**config.mk**
```make
export PLATFORM = sky130hd
export DESIGN_NAME = base64_decoder
export DESIGN_NICKNAME = d
export VERILOG_FILES = /design/src/hw/rtl/b64d_pkg.sv /design/src/hw/rtl/b64d_unit.sv /design/src/hw/rtl/base64_decoder.sv
export SDC_FILE = /design/constraint.sdc
export NUM_CORES = 1
export LEC_CHECK = 0
export BUFFER_PORTS_ARGS = -buffer_cell sky130_fd_sc_hd__buf_2
export CAP_MARGIN = 5
export CORE_MARGIN = 1.5
export CORE_UTILIZATION = 67
export CTS_CLUSTER_DIAMETER = 150
export DETAILED_ROUTE_END_ITERATION = 6
export MAX_ROUTING_LAYER = met4
export PLACE_DENSITY = 0.89
export SYNTH_ARGS = -nofsm -noshare
export SYNTH_HDL_FRONTEND = slang
export SYNTH_HIERARCHICAL = 1
export SYNTH_SLANG_ARGS = --single-unit
```
**constraint.sdc**
```tcl
create_clock -name clk -period 15.6 [get_ports clk]
set_input_delay 1.56 -clock clk [delete_from_list [all_inputs] [get_ports clk]]
set_output_delay 1.56 -clock clk [all_outputs]
set_load 0.02 [all_outputs]
```
**src/hw/rtl/b64d_pkg.sv**
```systemverilog
// b64d_pkg: shared types, constants and the character lookup of the base64 decoder
// used by b64d_unit and base64_decoder; no dependencies
`timescale 1ns / 1ps

package b64d_pkg;

	localparam int unsigned SLOTS = 3;
	localparam logic [15:0] CAP_RESET = 16'hFFFF;

	localparam logic [7:0] CH_PLUS  = 8'h2B;
	localparam logic [7:0] CH_SLASH = 8'h2F;

	typedef struct packed {
		logic        ok;
		logic [5:0]  value;
	} sextet_t;

	typedef struct packed {
		logic [17:0] group;
		logic [1:0]  fill;
		logic [15:0] written;
		logic        stopped;
		logic        dropping;
	} dec_state_t;

	typedef struct packed {
		logic [7:0]  data;
		logic        has;
		logic        done;
		logic        status;
		logic [15:0] count;
	} result_t;

	typedef struct packed {
		result_t [SLOTS-1:0] slot;
		logic [1:0]          n;
	} bundle_t;

	function automatic sextet_t sextet_of(input logic [7:0] ch);
		sextet_t s;
		s.ok    = 1'b1;
		s.value = 6'd0;
		if (ch inside {[8'h41:8'h5A]}) begin
			s.value = 6'(ch - 8'h41);
		end else if (ch inside {[8'h61:8'h7A]}) begin
			s.value = 6'(ch - 8'h61 + 8'd26);
		end else if (ch inside {[8'h30:8'h39]}) begin
			s.value = 6'(ch - 8'h30 + 8'd52);
		end else if (ch == CH_PLUS) begin
			s.value = 6'd62;
		end else if (ch == CH_SLASH) begin
			s.value = 6'd63;
		end else begin
			s.ok = 1'b0;
		end
		return s;
	endfunction

endpackage

```
**src/hw/rtl/b64d_unit.sv**
```systemverilog
// b64d_unit: per-character decode step, next message state and up to three result beats
// depends on b64d_pkg
`timescale 1ns / 1ps

module b64d_unit (
	input  b64d_pkg::dec_state_t st,
	input  logic [7:0]           char_in,
	input  logic                 last_char,
	input  logic [15:0]          capacity,
	output b64d_pkg::dec_state_t nxt,
	output b64d_pkg::bundle_t    bnd
);

	b64d_pkg::sextet_t sx;
	logic [23:0] cat;
	logic [16:0] wc17;
	logic [16:0] cap17;
	logic        take;
	logic        ok0;
	logic        ok1;
	logic [7:0]  b0;
	logic [7:0]  b1;

	assign sx    = b64d_pkg::sextet_of(char_in);
	assign cat   = {st.group, sx.value};
	assign wc17  = {1'b0, st.written};
	assign cap17 = {1'b0, capacity};
	assign ok0   = (wc17 + 17'd1) <= cap17;
	assign ok1   = (wc17 + 17'd2) <= cap17;

	always_comb begin
		nxt  = st;
		bnd  = '0;
		take = 1'b0;
		b0   = 8'd0;
		b1   = 8'd0;
		if (st.dropping) begin
			if (last_char) begin
				nxt = '0;
			end
		end else begin
			take = !st.stopped && sx.ok;
			if (!st.stopped && !sx.ok) begin
				nxt.stopped = 1'b1;
			end
			if (take && st.fill == 2'd3) begin
				nxt.group = '0;
				nxt.fill  = 2'd0;
				if ((wc17 + 17'd3) > cap17) begin
					bnd.n       = 2'd1;
					bnd.slot[0] = '{data: 8'd0, has: 1'b0, done: 1'b1, status: 1'b1,
						count: st.written};
					nxt.dropping = 1'b1;
				end else begin
					bnd.n       = 2'd3;
					bnd.slot[0] = '{data: cat[23:16], has: 1'b1, done: 1'b0, status: 1'b0,
						count: st.written + 16'd1};
					bnd.slot[1] = '{data: cat[15:8], has: 1'b1, done: 1'b0, status: 1'b0,
						count: st.written + 16'd2};
					bnd.slot[2] = '{data: cat[7:0], has: 1'b1, done: last_char, status: 1'b0,
						count: st.written + 16'd3};
					nxt.written = st.written + 16'd3;
				end
				if (last_char) begin
					nxt = '0;
				end
			end else begin
				if (take) begin
					nxt.group = cat[17:0];
					nxt.fill  = st.fill + 2'd1;
				end
				if (last_char) begin
					// flush partial group
					b0 = (nxt.fill == 2'd2) ? nxt.group[11:4] : nxt.group[17:10];
					b1 = nxt.group[9:2];
					case (nxt.fill)
						2'd2: begin
							if (ok0) begin
								bnd.n       = 2'd1;
								bnd.slot[0] = '{data: b0, has: 1'b1, done: 1'b1, status: 1'b0,
									count: st.written + 16'd1};
							end else begin
								bnd.n       = 2'd1;
								bnd.slot[0] = '{data: 8'd0, has: 1'b0, done: 1'b1, status: 1'b1,
									count: st.written};
							end
						end
						2'd3: begin
							if (!ok0) begin
								bnd.n       = 2'd1;
								bnd.slot[0] = '{data: 8'd0, has: 1'b0, done: 1'b1, status: 1'b1,
									count: st.written};
							end else begin
								bnd.n       = 2'd2;
								bnd.slot[0] = '{data: b0, has: 1'b1, done: 1'b0, status: 1'b0,
									count: st.written + 16'd1};
								if (ok1) begin
									bnd.slot[1] = '{data: b1, has: 1'b1, done: 1'b1,
										status: 1'b0, count: st.written + 16'd2};
								end else begin
									bnd.slot[1] = '{data: 8'd0, has: 1'b0, done: 1'b1,
										status: 1'b1, count: st.written + 16'd1};
								end
							end
						end
						default: begin
							bnd.n       = 2'd1;
							bnd.slot[0] = '{data: 8'd0, has: 1'b0, done: 1'b1, status: 1'b0,
								count: st.written};
						end
					endcase
					nxt = '0;
				end
			end
		end
	end

endmodule

```
**src/hw/rtl/base64_decoder.sv**
```systemverilog
// base64_decoder: top level, input register, message state, result queue and config register
// depends on b64d_pkg and b64d_unit
//
//  channel | handshake            | beat
//  in      | in_valid / in_stall  | char_in, last_char
//  out     | out_valid / out_stall| data_byte, has_byte, message_done, status, byte_count
//  cfg     | cfg_valid / cfg_ready| buffer_capacity
//
// an accepted character is decoded in the following cycle from the input register and
// gives zero to three result beats, held in a three-entry result register.
// one character per cycle is taken while in_stall is low; a character that yields results
// waits in the input register while earlier results still drain, one beat per cycle while
// out_stall is low. a character reaches the output via the input and result registers.
// reset clears message state and sets the capacity to 65535; cfg_ready is always high.
`timescale 1ns / 1ps

module base64_decoder (
	input  logic        clk,
	input  logic        arst_n,
	input  logic        in_valid,
	output logic        in_stall,
	input  logic [7:0]  char_in,
	input  logic        last_char,
	output logic        out_valid,
	input  logic        out_stall,
	output logic [7:0]  data_byte,
	output logic        has_byte,
	output logic        message_done,
	output logic        status,
	output logic [15:0] byte_count,
	input  logic        cfg_valid,
	output logic        cfg_ready,
	input  logic [15:0] buffer_capacity
);

	logic                 valid_s1;
	logic [7:0]           char_s1;
	logic                 last_s1;
	logic [15:0]          capacity_q;
	b64d_pkg::dec_state_t state_q;
	b64d_pkg::dec_state_t state_nxt;
	b64d_pkg::bundle_t    bnd;
	b64d_pkg::result_t [b64d_pkg::SLOTS-1:0] res_q;
	logic [1:0]           cnt_q;
	logic                 beat_out;
	logic                 slot_free;
	logic                 adv;

	b64d_unit u_unit (
		.st       (state_q),
		.char_in  (char_s1),
		.last_char(last_s1),
		.capacity (capacity_q),
		.nxt      (state_nxt),
		.bnd      (bnd)
	);

	assign cfg_ready = 1'b1;
	assign out_valid = cnt_q != 2'd0;
	assign beat_out  = out_valid && !out_stall;
	assign slot_free = (cnt_q == 2'd0) || (cnt_q == 2'd1 && !out_stall);
	assign adv       = valid_s1 && ((bnd.n == 2'd0) || slot_free);
	assign in_stall  = valid_s1 && !adv;

	assign data_byte    = res_q[0].data;
	assign has_byte     = res_q[0].has;
	assign message_done = res_q[0].done;
	assign status       = res_q[0].status;
	assign byte_count   = res_q[0].count;

	always_ff @(posedge clk or negedge arst_n) begin
		if (!arst_n) begin
			valid_s1   <= 1'b0;
			capacity_q <= b64d_pkg::CAP_RESET;
			state_q    <= '0;
			cnt_q      <= 2'd0;
		end else begin
			if (cfg_valid && cfg_ready) begin
				capacity_q <= buffer_capacity;
			end
			if (!in_stall) begin
				valid_s1 <= in_valid;
			end
			if (adv) begin
				state_q <= state_nxt;
			end
			if (adv && bnd.n != 2'd0) begin
				cnt_q <= bnd.n;
			end else if (beat_out) begin
				cnt_q <= cnt_q - 2'd1;
			end
		end
	end

	always_ff @(posedge clk) begin
		if (!in_stall && in_valid) begin
			char_s1 <= char_in;
			last_s1 <= last_char;
		end
		if (adv && bnd.n != 2'd0) begin
			res_q <= bnd.slot;
		end else if (beat_out) begin
			res_q[0] <= res_q[1];
			res_q[1] <= res_q[2];
		end
	end

	// the end-of-message beat is always the final one queued
	assert property (@(posedge clk) disable iff (!arst_n)
		out_valid && message_done |-> cnt_q == 2'd1)
		else $error("message end beat not last in result queue");

	// an overflow beat never carries a byte
	assert property (@(posedge clk) disable iff (!arst_n)
		out_valid && status |-> message_done && !has_byte)
		else $error("overflow beat malformed");

	// while dropping after overflow no group is pending
	assert property (@(posedge clk) disable iff (!arst_n)
		state_q.dropping |-> state_q.fill == 2'd0)
		else $error("pending sextets while dropping");

	// the message state is clear after the last character of a message advances
	assert property (@(posedge clk) disable iff (!arst_n)
		adv && last_s1 |=> state_q == '0)
		else $error("message state not cleared after last character");

endmodule
```
# == Yosys cells after proc, flatten, opt, wreduce, memory -nomap -nowiden ==
# Index checks and enable logic that the tools add are counted.
# word_totals
out_inout_bits,30
regBits,147
inputBits,30
wordCells,125
# classes
eq_ne,8
magnitude_cmp,9
mux,37
n_addsub,13
n_reduce_logical,31
bitwise,1
# ops
operator,n
two-way mux 56 bit,3
two-way mux 54 bit,3
two-way mux 38 bit,4
two-way mux 29 bit,3
two-way mux 27 bit,3
two-way mux 20 bit,3
one-hot mux 29 bit (2 select lines),1
adder 16 x 2 -> 17 bit (second input constant),2
less-or-equal comparator 17 x 16 -> 1 bit,2
adder 16 x 2 -> 16 bit (second input constant),2
two-way mux 6 bit,5
two-way mux 18 bit,1
adder 16 x 1 -> 17 bit (second input constant),1
> comparator 17 x 16 -> 1 bit,1
adder 16 x 1 -> 16 bit (second input constant),1
equality test 8 x 6 -> 1 bit (second input constant),2
>= comparator 8 x 7 -> 1 bit (second input constant),2
less-or-equal comparator 8 x 7 -> 1 bit (second input constant),2
two-way mux 16 bit,1
logical AND 1 bit,12
subtractor 6 bit (second input constant),2
>= comparator 8 x 6 -> 1 bit (second input constant),1
less-or-equal comparator 8 x 6 -> 1 bit (second input constant),1
two-way mux 8 bit,1
21 further kinds,40

# == Logic depth before layout (Yosys ltp) ==
# Gate-level depths: netlist (run 1).
# depth
word_depth,24
depth_mapped,23
mapped_depth_nobuf,21

# == Hierarchy ==
# Netlist (run 1), hierarchy kept.
# by_module_without_submodules
module,n_inst,cells_per_inst,area_each_um2,seq_area_each_um2
base64_decoder,1,317,5911.9,4149.0
b64d_unit,1,690,4501.8,0.0

# == Worst setup path after synthesis (run 1) ==
# Ideal clock, no wire load.
# synth_timing
kind,register to register
start,reg state_q[2] (netlist bit)
end,reg cnt_q[0]
n_path_buf,2
arrival_time_ns,7.280
stages_incl_launch_ff,22
required_time_ns,15.505
slack_ns,8.225
setup_ns,0.095
period_less_slack_ns,7.375
cell_sequence,dfrtp_1 > clkbuf_1 > inv_1 > ha_1 > nand3b_1 > nor2_1 > nand3_1 > nor2_1 > xor2_1 > ha_1 > nand4_1 > nor2_1 > a211o_1 > o31ai_1 > nand3_4 > inv_2 > buf_6 > or3b_1 > o21ai_1 > mux2i_1 > o21ai_0 > o21ai_0
# synth_rtl
item,line,text
from (decl),base64_decoder.sv:40,b64d_pkg::dec_state_t state_q;
from (signal assigned),base64_decoder.sv:85,state_q <= state_nxt;
to (signal assigned),base64_decoder.sv:88,cnt_q <= bnd.n;
to (signal assigned),base64_decoder.sv:90,cnt_q <= cnt_q - 2'd1;
to (decl),base64_decoder.sv:44,logic [1:0] cnt_q;

==> flow_metrics.py, run 1 <==
metrics = {
    "power_and_ir_drop": {
        "p_comb_share_pct": 28.3,
        "clock_power_share_pct": 31.1,
        "vdd.ir_drop.worst_v": 0.000124,
        "powerDensity_nw_per_um2": 126,
        "total_switching_power_uw": 459,
        "p_int_uw": 935,
        "leakage_uw": 0.00463,
        "swShare_pct": 32.9,
        "seq_power_share_pct": 40.5,
    },
    "critical_path": {
        "critPathMaxFanout": 17,
        "r2r_cells": 20,
        "cp.arrival_ns": 6.35,
        "worstSetupEndpointType": "primary output",
        "r2r_slack_ns": 8.37,
        "worstPathRequired_ns": 14.04,
        "timing.rr.end": "res_q[68]",
        "r2r_start": "state_q[2]",
        "path_class": "register to primary output",
        "critPathLaunchType": "register",
    },
    "final_layout": {
        "instances_no_fill": 1212,
        "seqCellArea_um2": 4150,
        "fill_cells": 1066,
        "antenna-diode-count": 0,
        "drive_gt1_share_pct": 23.8,
        "syn2layout_area_growth_pct": 6.57,
        "fin_nets": 1106,
        "final_util_pct": 73.0,
        "multi_input_area_um2": 5600,
    },
    "cts": {
        "clock_path_buffers": 2,
        "cts_resized": 0,
        "holdBufCountCts": 0,
        "htreeDepth": 4,
        "ctsRootBufferMaster": "clkbuf_16",
        "clk_latency_ns": 0.43,
        "cts_setup_buffers": 0,
        "cts.clk_slew.worst_paths_ns": 0.06,
        "cts_buffers": 17,
        "clkSinkCount": 147,
        "cts_tree": "built",
    },
    "place": {
        "routabilityCongestion": 0.968,
        "dp.cells": 1180,
        "dp_hpwl_um": 17300,
        "port_buffers": 58,
        "pre_cts_slack_ns": 8.31,
    },
    "sta": {
        "setup_viol": 0,
        "drv_slew": 0,
        "fin_tns_setup_ns": 0,
        "max_slew.worst_pin.slew_ns": 1.12,
        "worst_slack_ns": 7.69,
        "hold_viol": 0,
        "skew_ns": 0.00821,
        "rsz0062_at_grt": "no",
        "fin_crit_ns": 7.91,
        "fmax_mhz": 126,
        "relSlewSlack_pct": 25.4,
        "fin_crit_sh_pct": 50.7,
    },
    "logic_synthesis": {
        "ys_ff_latch": 147,
        "synthCells": 1007,
        "synthDistinctLibCells": 85,
        "synthArstFlopShare_pct": 38.8,
        "synth-main-ff-cell": "edfxtp_1",
        "synth_area_leaders": "edfxtp_1 (26%), dfrtp_1 (9.9%), mux2_2 (9.6%), ha_1 (7.8%), dfstp_2 (4.0%)",
        "yosys_warnings": 6,
        "yosysTopAreaCellShare_pct": 26.0,
        "synth_edf_count": 90,
        "syn_area_um2": 10400,
        "seq_area_frac_synth_pct": 39.8,
        "postSynthNetCount": 1102,
        "avgSynthCellArea_um2": 10.3,
        "yosysTopAreaCell": "edfxtp_1",
    },
    "global_routing": {
        "grt_first_pass_wirelength_um": 41100,
        "gr-total-overflow": 0,
        "grt_pass1_vias": 7581,
        "grt_max_degree": 59,
        "antenna_found_initial": 0,
        "grt_usage_pct": 34.0,
    },
    "worst_hold_path": {
        "min_path_cells": 1,
        "hold_end": "cnt_q[0]",
        "min_from": "cnt_q[0]",
        "hold_path.class": "register to register",
    },
    "drt": {
        "vias": 8115,
        "vias_per_cell": 6.70,
        "drtAntennaViolNets": 0,
        "wirelength_um": 25900,
        "wl_per_cell_um": 21.3,
        "drtIter0Drc": 1180,
        "dr.pass1.iters": 7,
        "drc": 1,
    },
    "floorplanning": {
        "num_rows": 45,
        "io_pins": 60,
        "die_x_um": 128,
        "die_y_um": 128,
        "start_util_pct": 68.5,
        "core_um2": 15200,
        "dieArea_um2": 16300,
    },
    "run_status": {
        "outcome": "finished, violations left",
        "failed_checks": "DRC",
    },
    "run": {
        "drv_cap": 0,
    },
}
[routing by layer]
metal  share of wire (%)  up-vias  wire length [µm]  GRT usage [%]
li1                    -     3648                 -              -
met1                  43     3921             11000           47.7
met2                  45      480             11700           50.2
met3                 9.5       66              2450           5.80
met4                 2.8        0               721           12.2
met5                   0        -                 0              -
[how the worst max path moves through the flow]
stage / from / to / slack (ns)
6_report: state_q[2] / in_stall / 7.69
5_1_grt: state_q[2] / in_stall / 7.18
4_1_cts: state_q[2] / in_stall / 7.85
3_5_place_dp: state_q[2] / in_stall / 8.31
3_3_place_gp: state_q[2] / in_stall / 8.57
2_1_floorplan: state_q[2] / cnt_q[0] / 8.23
[synthesized netlist by cell type, drive strengths merged (5+ instances only)]
library cell and n:
dfrtp 41, a21o 10, a21oi 65, buf 56
a32o 7, xnor2 31, o211ai 7, a22oi 7
edfxtp 90, a211oi 5, clkbuf 25, nand2 74
nand4 16, nor3 10, inv 38, xor2 28
nand3 30, dfstp 16, nand2b 8, o31ai 9
nor2b 12, nor2 86, mux2i 6, mux2 109
or4 5, or3 12, o21ai 32, a31oi 7
and2 20, o31a 5, o22ai 5, a22o 16
ha 65
[power groups by stage]
stage | clock network [µW] | logic [µW] | registers [µW]
6_report | 434 | 395 | 565
3_3_place_gp | 0 | 377 | 567
4_1_cts | 439 | 391 | 565
3_5_place_dp | 0 | 386 | 572
5_1_grt | 455 | 422 | 575
2_1_floorplan | 0 | 327 | 568
[worst max-delay path, stage by stage (launching register included)]
cell and delay, ns:
dfrtp_1 0.73, ha_1 0.34, nand3_1 0.30, nor2_1 0.31, nand3_1 0.33, nor2_1 0.23
xor2_1 0.21, ha_1 0.29, a21o_1 0.16, a2111oi_0 0.59, a21o_1 0.22, nand4_1 0.16
a2111oi_2 1.04, or3b_1 0.37, o21ai_1 0.19, nor2_1 0.23, buf_2 0.21
[cell type report]
cell class                 count  share of cell area, %
clock buffer                  18                   3.87
clock inverter                14                   1.74
inverter                      39                   1.32
multi-input combinational    740                   50.4
sequential                   147                   37.4
tap                          188                   2.12
timing repair buffer          66                   3.16
[flip-flops by register name (all words and copies together), names as in the netlist, 2 cells and up]
name        count
res_q          54
state_q        38
byte_count     16
capacity_q     16
char_s1         8
data_byte       8
cnt_q           2
[cells by family (layout without fill, tap and decap cells)]
logic type	count (synthesis)	in the layout	synth area share [%]
AO/OA/AOI/OAI	208	208	14.0
XOR/XNOR	59	59	4.96
adder cells (fa/ha/maj)	65	65	7.81
buffers and inverters	120	137	6.64
flip-flops	147	147	39.8
multiplexers	115	115	13.0
other	2	2	0.0721
AND/OR/NAND/NOR	291	291	13.6
[per-stage QoR]
stage,power (µW),cell area (µm²),hold slack [ns]
after floorplan,894,10400,0.462
after global placement,944,10500,0.492
after detailed placement,958,10500,0.497
after CTS,1390,11100,0.510
after global routing,1450,11100,0.524
final,1390,11100,0.509
[cells in the final DEF (no fill, tap or decap), types with 8 or more instances in the layout]
master / n
a21oi_1: 62
a21o_1: 10
clkbuf_16: 17
nand4_1: 16
mux2_2: 89
nor3_1: 10
and2_1: 20
xnor2_1: 31
ha_1: 65
a22o_1: 16
edfxtp_1: 90
dfrtp_1: 41
buf_4: 8
or3_1: 12
nand3_1: 29
xor2_1: 28
dfstp_2: 16
mux2_4: 18
nand2_1: 73
inv_1: 37
o21ai_0: 25
nor2b_1: 11
nor2_1: 85
o31ai_1: 9
buf_2: 58
No activity file was read; power rests on OpenSTA's default activity.
==> run 2: changes to the inputs <==
Settings changed: CORE_UTILIZATION 67 to 56, PLACE_DENSITY 0.89 to 0.8.
Clock period 15.6 ns to 6.68 ns, I/O delays scaled along.
==> flow_metrics.py, run 2 (same netlist as run 1, synthesis figures left out) <==
metrics = {
    "sta": {
        "drv_slew": 0,
        "relSlewSlack_pct": 42.8,
        "fin_crit_sh_pct": 94.8,
        "fmax_mhz": 158,
        "rsz0062_at_grt": "no",
        "setup_viol": 0,
        "fin_crit_ns": 6.33,
        "fin_tns_setup_ns": 0,
        "hold_viol": 0,
        "skew_ns": 0.00821,
        "worst_slack_ns": 0.348,
        "max_slew.worst_pin.slew_ns": 0.853,
    },
    "floorplanning": {
        "core_um2": 18100,
        "die_y_um": 139,
        "num_rows": 49,
        "io_pins": 60,
        "die_x_um": 139,
        "dieArea_um2": 19400,
        "start_util_pct": 57.6,
    },
    "final_layout": {
        "final_common_cell": "edfxtp_1",
        "fill_cells": 1427,
        "fin_nets": 1114,
        "multi_input_area_um2": 5600,
        "syn2layout_area_growth_pct": 7.20,
        "final_cell_mix": "edfxtp_1 (90), mux2_2 (89), nor2_1 (85)",
        "drive_gt1_share_pct": 24.4,
        "seqCellArea_um2": 4150,
        "reg_top3": "res_q: 54 flops, state_q: 38 flops",
        "finalInstanceArea_um2": 11200,
        "antenna-diode-count": 0,
        "largest_register_ffs": 54,
        "max_flop_register": "res_q",
    },
    "worst_hold_path": {
        "min_from": "char_in[0]",
        "hold_end": "char_s1[0]",
        "hold_path.class": "input port to register",
        "min_path_cells": 1,
    },
    "drt": {
        "vias": 7909,
        "dr.pass1.iters": 7,
        "drc": 3,
        "drtIter0Drc": 897,
        "wirelength_um": 25200,
        "vias_per_cell": 6.27,
        "drtAntennaViolNets": 0,
        "wl_per_cell_um": 20.0,
    },
    "cts": {
        "cts.clk_slew.worst_paths_ns": 0.07,
        "cts_tree": "built",
        "clk_latency_ns": 0.44,
        "clkSinkCount": 147,
        "cts_setup_buffers": 0,
        "holdBufCountCts": 0,
        "cts_resized": 0,
        "cts_buffers": 17,
        "htreeDepth": 4,
        "ctsRootBufferMaster": "clkbuf_16",
        "clock_path_buffers": 2,
    },
    "run_status": {
        "failed_checks": "DRC",
        "outcome": "finished, violations left",
    },
    "global_routing": {
        "grt_first_pass_wirelength_um": 41200,
        "grt_pass1_vias": 7524,
        "gr-total-overflow": 0,
        "grt_usage_pct": 27.8,
        "antenna_found_initial": 0,
        "grt_max_degree": 58,
    },
    "critical_path": {
        "timing.rr.end": "res_q[49]",
        "cp.arrival_ns": 5.66,
        "worstSetupEndpointType": "primary output",
        "r2r_start": "state_q[3]",
        "critPathMaxFanout": 9,
        "r2r_slack_ns": 0.51,
        "worstPathRequired_ns": 6.01,
        "r2r_cells": 17,
        "critPathLaunchType": "register",
        "path_class": "register to primary output",
    },
    "power_and_ir_drop": {
        "vdd.ir_drop.worst_v": 0.000197,
        "leakage_uw": 0.00465,
        "powerDensity_nw_per_um2": 284,
    },
    "run": {
        "drv_cap": 0,
    },
    "place": {
        "routabilityCongestion": 0.954,
        "pre_cts_slack_ns": 0.712,
        "dp_hpwl_um": 17400,
        "port_buffers": 58,
        "placed_area_um2": 10600,
    },
}
[run 2: cell count changes in the layout (fill, tap and decap cells not counted), sizes merged]
| cell | before | now |
|---|---|---|
| clkinv | 3 | 5 |
| clkbuf | 18 | 17 |
| bufinv | 3 | 0 |
| buf | 66 | 74 |
| inv | 46 | 48 |
[run 2: worst max-delay path, cell delays in order (launching register included)]
cell	delay [ns]
dfrtp_1	0.47
ha_1	0.26
nand3_1	0.33
nor2_1	0.38
nand3_1	0.40
nor2_1	0.25
xor2_1	0.23
ha_1	0.30
a21o_1	0.16
a2111oi_0	0.66
nand3_1	0.25
a221o_1	0.42
o21a_1	0.19
o21a_1	0.25
o21ai_1	0.34
nor2_1	0.14
buf_2	0.19
[run 2: layer usage]
metal  vias up  wire, µm  global-route usage [%]
li1       3668         -                       -
met1      3793     11600                    39.7
met2       408     11100                    40.4
met3        40      2120                    5.23
met4         0       456                    8.12
met5         -         0                       -
[run 2: worst max path at each step]
| stage | from | slack (ns) | endpoint | depth (start not counted) |
|---|---|---|---|---|
| finish | state_q[3] | 0.35 | in_stall | 16 |
| global route | state_q[3] | 0.02 | in_stall | 16 |
| CTS | state_q[3] | 0.48 | in_stall | 16 |
| detailed placement | state_q[3] | 0.71 | res_q[49] | 17 |
| global placement | state_q[2] | 0.88 | data_byte[2] | 17 |
| floorplan | state_q[2] | 0.45 | cnt_q[0] | 21 |
[run 2: power by group]
part / total (µW) / switching, µW / internal, µW / leakage [µW]
Clock: 928 / 435 / 493 / 0.000276
Combinational: 923 / 561 / 362 / 0.00279
Sequential: 1320 / 91.8 / 1230 / 0.00158
Total: 3170 / 1090 / 2080 / 0.00465
[run 2: stage by stage]
step	hold slack (ns)	power, µW	utilization [%]	instances
6_report	0.404	3170	61.7	1261
5_1_grt	0.393	3320	61.7	1261
4_1_cts	0.396	3180	61.7	1261
3_5_place_dp	0.532	2250	58.6	1229
3_3_place_gp	0.495	2220	58.6	1229
2_1_floorplan	0.372	2090	-	1007
[run 2: area by class of cell]
class	count	share of cell area, %
tap	229	2.57
clock buffer	17	3.81
timing repair buffer	74	3.79
multi-input combinational	740	50.1
inverter	39	1.31
sequential	147	37.2
clock inverter	15	1.23
